`config.mk`:
```
export PLATFORM = sky130hd
export DESIGN_NAME = utf8_text_validator
export DESIGN_NICKNAME = d
export VERILOG_FILES = /design/src/sv/utf8v_pkg.sv /design/src/sv/utf8_text_validator.sv /design/src/sv/utf8v_core.sv
export SDC_FILE = /design/constraint.sdc
export NUM_CORES = 1
export LEC_CHECK = 0
export ABC_AREA = 1
export BUFFER_PORTS_ARGS = -buffer_cell sky130_fd_sc_hd__buf_2
export CORE_AREA = 2 2 134 136
export CTS_BUF_LIST = sky130_fd_sc_hd__clkbuf_16
export CTS_CLUSTER_DIAMETER = 200
export DETAILED_ROUTE_END_ITERATION = 12
export DIE_AREA = 0 0 136 138
export GPL_TIMING_DRIVEN = 0
export PLACE_DENSITY_LB_ADDON = 0.25
export SLEW_MARGIN = 20
export SYNTH_ARGS = -nofsm -noshare
export SYNTH_HDL_FRONTEND = slang
export SYNTH_SLANG_ARGS = --single-unit
```
`constraint.sdc`:
```
create_clock -name clk_i -period 5.9 [get_ports clk_i]
set_input_delay 1.18 -clock clk_i [delete_from_list [all_inputs] [get_ports clk_i]]
set_output_delay 1.18 -clock clk_i [all_outputs]
set_load 0.03 [all_outputs]
```
`src/sv/utf8v_pkg.sv`:
```
// Shared types and constants for the UTF-8 text string validator.
// No dependencies; imported by every module of the block.
package utf8v_pkg;

  localparam int unsigned CountW   = 17;
  localparam int unsigned LimitW   = 16;
  localparam int unsigned ValueW   = 21;
  localparam int unsigned CfgIdxW  = 2;
  localparam int unsigned CfgDataW = 16;

  localparam logic [LimitW-1:0] MaxCodepointsReset = 16'd255;

  localparam logic [7:0] LeadMask2 = 8'he0;
  localparam logic [7:0] LeadCode2 = 8'hc0;
  localparam logic [7:0] LeadMask3 = 8'hf0;
  localparam logic [7:0] LeadCode3 = 8'he0;
  localparam logic [7:0] LeadMask4 = 8'hf8;
  localparam logic [7:0] LeadCode4 = 8'hf0;
  localparam logic [7:0] ContMask  = 8'hc0;
  localparam logic [7:0] ContCode  = 8'h80;
  localparam logic [7:0] AsciiMax  = 8'h7f;
  localparam logic [7:0] CtrlLimit = 8'h20;
  localparam logic [7:0] ByteDel   = 8'h7f;
  localparam logic [7:0] ByteTab   = 8'h09;
  localparam logic [7:0] ByteLf    = 8'h0a;

  localparam logic [ValueW-1:0] Floor2      = 21'h80;
  localparam logic [ValueW-1:0] Floor3      = 21'h800;
  localparam logic [ValueW-1:0] Floor4      = 21'h10000;
  localparam logic [ValueW-1:0] ValueMax    = 21'h10ffff;
  localparam logic [ValueW-1:0] SurrogateLo = 21'hd800;
  localparam logic [ValueW-1:0] SurrogateHi = 21'hdfff;

  typedef enum logic [CfgIdxW-1:0] {
    CfgMaxCodepoints   = 2'd0,
    CfgAllowLineBreaks = 2'd1
  } cfg_reg_e;

  typedef enum logic [1:0] {
    StatusOk      = 2'd0,
    StatusBadUtf8 = 2'd1,
    StatusBadCnt  = 2'd2,
    StatusControl = 2'd3
  } status_e;

  typedef struct packed {
    logic [7:0] data_byte;
    logic       last;
  } in_item_t;

  typedef struct packed {
    status_e           status;
    logic [CountW-1:0] codepoint_count;
  } out_item_t;

  typedef struct packed {
    logic [LimitW-1:0] max_codepoints;
    logic              allow_line_breaks;
  } cfg_t;

endpackage

```
`src/sv/utf8_text_validator.sv`:
```
// Top level of the UTF-8 text string validator: input register, config
// registers, output register. Depends on utf8v_pkg and utf8v_core.

// Takes one byte of a text string per cycle unless the input is stalled,
// with a last mark on the final byte, and gives one verdict (status and
// codepoint count) per string. A byte is captured in an input register;
// the decode step between that register and the output register updates
// the string state; the verdict is written to the output register as the
// last byte steps on. The input stalls only when a last byte is waiting and
// the previous verdict is still held by a stalled output. Config writes are
// always ready and must be made while no string is in flight.
module utf8_text_validator (
  input  logic                                clk_i,
  input  logic                                rst_ni,
  input  logic                                in_valid_i,
  output logic                                in_stall_o,
  input  utf8v_pkg::in_item_t                 in_data_i,
  output logic                                out_valid_o,
  input  logic                                out_stall_i,
  output utf8v_pkg::out_item_t                out_data_o,
  input  logic                                cfg_valid_i,
  output logic                                cfg_ready_o,
  input  logic [utf8v_pkg::CfgIdxW-1:0]       cfg_index_i,
  input  logic [utf8v_pkg::CfgDataW-1:0]      cfg_data_i
);
  import utf8v_pkg::*;

  cfg_t      cfg_q;
  logic      s1_valid_q;
  in_item_t  s1_item_q;
  logic      step;
  logic      out_valid_q;
  out_item_t out_item_q;
  out_item_t result;

  assign cfg_ready_o = 1'b1;

  always_ff @(posedge clk_i or negedge rst_ni) begin
    if (!rst_ni) begin
      cfg_q.max_codepoints    <= MaxCodepointsReset;
      cfg_q.allow_line_breaks <= 1'b0;
    end else if (cfg_valid_i) begin
      unique case (cfg_index_i)
        CfgMaxCodepoints:   cfg_q.max_codepoints    <= cfg_data_i[LimitW-1:0];
        CfgAllowLineBreaks: cfg_q.allow_line_breaks <= cfg_data_i[0];
        default:            ;
      endcase
    end
  end

  // a last byte needs a free output slot to advance
  assign step       = s1_valid_q && (!s1_item_q.last || !out_valid_q || !out_stall_i);
  assign in_stall_o = s1_valid_q && !step;

  always_ff @(posedge clk_i or negedge rst_ni) begin
    if (!rst_ni) begin
      s1_valid_q <= 1'b0;
    end else if (!in_stall_o) begin
      s1_valid_q <= in_valid_i;
    end
  end

  always_ff @(posedge clk_i) begin
    if (in_valid_i && !in_stall_o) begin
      s1_item_q <= in_data_i;
    end
  end

  utf8v_core u_core (
    .clk_i    (clk_i),
    .rst_ni   (rst_ni),
    .step_i   (step),
    .item_i   (s1_item_q),
    .cfg_i    (cfg_q),
    .result_o (result)
  );

  always_ff @(posedge clk_i or negedge rst_ni) begin
    if (!rst_ni) begin
      out_valid_q <= 1'b0;
    end else if (step && s1_item_q.last) begin
      out_valid_q <= 1'b1;
    end else if (!out_stall_i) begin
      out_valid_q <= 1'b0;
    end
  end

  always_ff @(posedge clk_i) begin
    if (step && s1_item_q.last) begin
      out_item_q <= result;
    end
  end

  assign out_valid_o = out_valid_q;
  assign out_data_o  = out_item_q;

endmodule

```
`src/sv/utf8v_core.sv`:
```
// Per-string decode state and verdict logic of the UTF-8 validator.
// Depends on utf8v_pkg.
module utf8v_core (
  input  logic                clk_i,
  input  logic                rst_ni,
  input  logic                step_i,
  input  utf8v_pkg::in_item_t item_i,
  input  utf8v_pkg::cfg_t     cfg_i,
  output utf8v_pkg::out_item_t result_o
);
  import utf8v_pkg::*;

  logic [1:0]        pending_q, pending_d;
  logic [1:0]        seq_len_q, seq_len_d;
  logic [ValueW-1:0] value_q, value_d;
  logic [CountW-1:0] count_q, count_d;
  logic              bad_q, bad_d;
  logic              ctrl_q, ctrl_d;

  always_comb begin
    logic [7:0]        b;
    logic              ctrl_n;
    logic              bad_n;
    logic              do_count;
    logic [1:0]        pend_n;
    logic [1:0]        len_n;
    logic [ValueW-1:0] val_n;
    logic [ValueW-1:0] floor_v;
    logic [CountW-1:0] cnt_n;
    logic              bad_f;

    b        = item_i.data_byte;
    ctrl_n   = ctrl_q;
    bad_n    = bad_q;
    do_count = 1'b0;
    pend_n   = pending_q;
    len_n    = seq_len_q;
    val_n    = value_q;
    floor_v  = Floor4;

    if ((b < CtrlLimit) || (b == ByteDel)) begin
      if (!(((b == ByteTab) || (b == ByteLf)) && cfg_i.allow_line_breaks)) begin
        ctrl_n = 1'b1;
      end
    end

    if (!bad_q) begin
      if (pending_q == 2'd0) begin
        if (b <= AsciiMax) begin
          do_count = 1'b1;
        end else if ((b & LeadMask2) == LeadCode2) begin
          val_n  = {16'd0, b[4:0]};
          len_n  = 2'd1;
          pend_n = 2'd1;
        end else if ((b & LeadMask3) == LeadCode3) begin
          val_n  = {17'd0, b[3:0]};
          len_n  = 2'd2;
          pend_n = 2'd2;
        end else if ((b & LeadMask4) == LeadCode4) begin
          val_n  = {18'd0, b[2:0]};
          len_n  = 2'd3;
          pend_n = 2'd3;
        end else begin
          bad_n = 1'b1;
        end
      end else if ((b & ContMask) != ContCode) begin
        bad_n = 1'b1;
      end else begin
        val_n  = {value_q[ValueW-7:0], b[5:0]};
        pend_n = pending_q - 2'd1;
        if (pend_n == 2'd0) begin
          unique case (seq_len_q)
            2'd1:    floor_v = Floor2;
            2'd2:    floor_v = Floor3;
            default: floor_v = Floor4;
          endcase
          if ((val_n < floor_v) || (val_n > ValueMax) ||
              ((val_n >= SurrogateLo) && (val_n <= SurrogateHi))) begin
            bad_n = 1'b1;
          end else begin
            do_count = 1'b1;
          end
        end
      end
    end

    // counter stops one above the limit
    cnt_n = count_q;
    if (do_count && (count_q <= {1'b0, cfg_i.max_codepoints})) begin
      cnt_n = count_q + CountW'(1);
    end

    // unfinished sequence at the end of the string is a fault
    bad_f = bad_n || (pend_n != 2'd0);

    result_o.codepoint_count = cnt_n;
    if (bad_f) begin
      result_o.status = StatusBadUtf8;
    end else if ((cnt_n == '0) || (cnt_n > {1'b0, cfg_i.max_codepoints})) begin
      result_o.status = StatusBadCnt;
    end else if (ctrl_n) begin
      result_o.status = StatusControl;
    end else begin
      result_o.status = StatusOk;
    end

    pending_d = pending_q;
    seq_len_d = seq_len_q;
    value_d   = value_q;
    count_d   = count_q;
    bad_d     = bad_q;
    ctrl_d    = ctrl_q;
    if (step_i) begin
      if (item_i.last) begin
        pending_d = '0;
        seq_len_d = '0;
        value_d   = '0;
        count_d   = '0;
        bad_d     = 1'b0;
        ctrl_d    = 1'b0;
      end else begin
        pending_d = pend_n;
        seq_len_d = len_n;
        value_d   = val_n;
        count_d   = cnt_n;
        bad_d     = bad_n;
        ctrl_d    = ctrl_n;
      end
    end
  end

  always_ff @(posedge clk_i or negedge rst_ni) begin
    if (!rst_ni) begin
      pending_q <= '0;
      seq_len_q <= '0;
      value_q   <= '0;
      count_q   <= '0;
      bad_q     <= 1'b0;
      ctrl_q    <= 1'b0;
    end else begin
      pending_q <= pending_d;
      seq_len_q <= seq_len_d;
      value_q   <= value_d;
      count_q   <= count_d;
      bad_q     <= bad_d;
      ctrl_q    <= ctrl_d;
    end
  end

endmodule

```
==> qor.txt <==
Async S/R FF share, synth = 67.1%
CP startpoint kind = flop
Root Driver = clkbuf_16
MaxCap Viol Count = 0
Number of port buffers = 52
Critical path peak fanout = 10
Crit path kind = reg2reg
Remaining global-route overflow = 0
Most common cell after layout, fill and taps aside = nand2_1
Synth warn = 0
Starting Density = 29.2%
Clk sink count = 85
Number of flops mapped to enable cells by yosys = 28
Power consumption = 2.82 mW
Number of global-route vias before repair = 4,136
Final wirelength = 13,000 um
Syn_nets = 692
Row count = 49
Ant. Diodes = 0
Status = completed
1st-iter DRT viols = 229
Final Hold Fails = 0
Fmax = 236 MHz
Area grow syn2layout = 17.1%
Mean Syn Cell Area = 8.24 um2
Setup repair after global routing missed its margin = no
Worst-path clk slew = 0.06 ns
Clock Tree Buf Depth = 2
DRC viols = 0
Reg-to-reg setup timing slack = 1.66 ns
Clk Latency, worst-skew pair = 0.36 ns
Share of layout cells above drive strength 1 = 15.4%
Least-Margin Pin Slew = 0.956 ns
Final setup viols = 0
Initial antenna violation count = 0
LEAKAGE = 2.99 nW
Highest-count cells in the layout ignoring fill and taps = nand2_1 (129), inv_1 (96), nor2_1 (58)
First-pass GRT wire length = 21,400 um
Primary FF master, synth = dfrtp_1
Maximum resistive drop on vdd = 0.174 mV
Core Area = 17,500 um2
Final period util = 71.9%
Power Density = 470 nW/um2
Setup TNS = 0 ns
Largest net degree at the start of global routing = 31
Post-synthesis register bit count = 85
Die Area = 18,800 um2
Slew Limit Fails = 0
Total track usage = 14.7%
Worst Path Arrival = 4.36 ns
Number of buffers added for setup after CTS = 0
Vias per cell = 4.57
WL/cell = 14.1 um
NumNets Final = 756
Sequential element share of the synthesized area = 44.5%
Area after DPL = 5690 um2
ANT nets after route = 0
GPL Wtd Cong = 0.842
Die W = 136 um
Post-route cell area = 6000 um2
Min Tclk post-route = 4.24 ns
Ports = 54
CTS HTree Levels = 3
Iteration count of the initial detailed-routing pass = 4
Worst Path Required = 6.02 ns
Endpoint class of the critical path = flop
Mapped cell area = 5120 um2
Mapped Cells = 621
Die Ht = 138 um
Hold crit path type = reg2reg
CTS tree = done
Post-DP HPWL = 9870 um
Clk_skew = 0.00879 ns
# hold bufs at CTS = 0
Cts repair resizes = 0
Distinct cells, synth = 46
Via Count = 4,204
Rel. slew slack = 36.2%
Total CTS buffers = 9
registers in the layout (all words and copies together) (netlist names), 2 cells and up:
signal and cells:
u_core.count_q 17, u_core.pending_q 2, cfg_q 17, out_data_o 19, s1_item_q 9, u_core.seq_len_q 2, u_core.value_q 15
cells by family (layout without fill, tap and decap cells):
logic type	count (synthesis)	after routing	synth area share [%]
adder cells (fa/ha/maj)	39	39	9.53
flip-flops	85	85	44.5
AO/OA/AOI/OAI	83	83	9.46
AND/OR/NAND/NOR	285	285	25.2
buffers and inverters	114	183	8.85
XOR/XNOR	14	14	2.39
other	1	1	0.0732
worst paths after layout:
| check | cells after the start | end | start |
|---|---|---|---|
| max in group asynchronous | 2 | u_core.value_q[7] | rst_ni |
| min in group asynchronous | 1 | cfg_q[11] | rst_ni |
| hold / removal | 2 | u_core.value_q[6] | u_core.value_q[0] |
| hold reg to reg | 2 | u_core.value_q[6] | u_core.value_q[0] |
| setup / recovery | 26 | out_data_o[18] | cfg_q[7] |
| setup reg to reg | 26 | out_data_o[18] | cfg_q[7] |
report_power, final:
group          switching (mW)  internal (mW)
logic                   0.909          0.465
registers              0.0881          0.777
clock network           0.245          0.335
total                    1.24           1.58
routing by layer:
metal,wire length [um],up-vias,part of all wire (%),track usage [%]
met5,0,-,0,0
met4,224,0,1.7,5.48
met3,461,15,3.5,2.38
met2,5860,76,45,22.7
met1,6450,1933,50,20.6
li1,-,2180,-,-
per-stage QoR:
stage,std cells,util [%],setup WS [ns],hold WS (ns)
6_report,919,34.2,1.66,0.505
5_1_grt,919,34.2,1.16,0.533
4_1_cts,919,34.2,1.57,0.502
3_5_place_dp,903,32.4,1.59,0.484
3_3_place_gp,902,32.3,1.54,0.483
2_1_floorplan,621,-,2.56,0.453
critical path: stages, from the launching register on:
cell	delay, ns
dfstp_2	0.51
inv_1	0.07
ha_1	0.32
nand2_1	0.08
nor4_1	0.48
nand3_1	0.23
nand2_4	0.19
nand3_4	0.15
buf_8	0.20
nand2_1	0.07
nand2_2	0.07
inv_1	0.09
ha_1	0.24
a21oi_1	0.14
o21ai_0	0.10
o21bai_1	0.18
nand2_1	0.12
nand2_1	0.08
nand3_1	0.07
nand2_1	0.06
a21boi_0	0.06
o21ai_0	0.16
nand2_1	0.07
inv_1	0.08
nand3_1	0.08
nand2_1	0.07
inv_1	0.03
cell type report:
cell class	count	area [um2]
inverter	99	372
timing repair buffer	53	283
tap	229	287
sequential	85	2280
fill	1932	11500
clock inverter	5	32.5
multi-input combinational	422	2390
buffer	15	81.3
clock buffer	11	275
cell usage after synthesis (2+ instances only):
cell type / n / area (um2)
nand2_1: 129 / 484
inv_1: 95 / 357
nor2_1: 58 / 218
dfrtp_1: 49 / 1230
ha_1: 39 / 488
nand3_1: 39 / 195
a21oi_1: 33 / 165
edfxtp_1: 28 / 841
nand4_1: 23 / 144
o21ai_0: 18 / 90.1
o22ai_1: 16 / 100
xor2_1: 13 / 114
nand2_2: 11 / 68.8
nor3_1: 10 / 50.1
clkbuf_1: 8 / 30.0
dfstp_2: 8 / 210
nor2_2: 4 / 25.0
buf_4: 3 / 22.5
inv_2: 3 / 11.3
nand3b_1: 3 / 22.5
o31ai_1: 3 / 22.5
buf_2: 2 / 10.0
nand2_4: 2 / 22.5
nand3_2: 2 / 20.0
(Power assumes the default switching activity.)
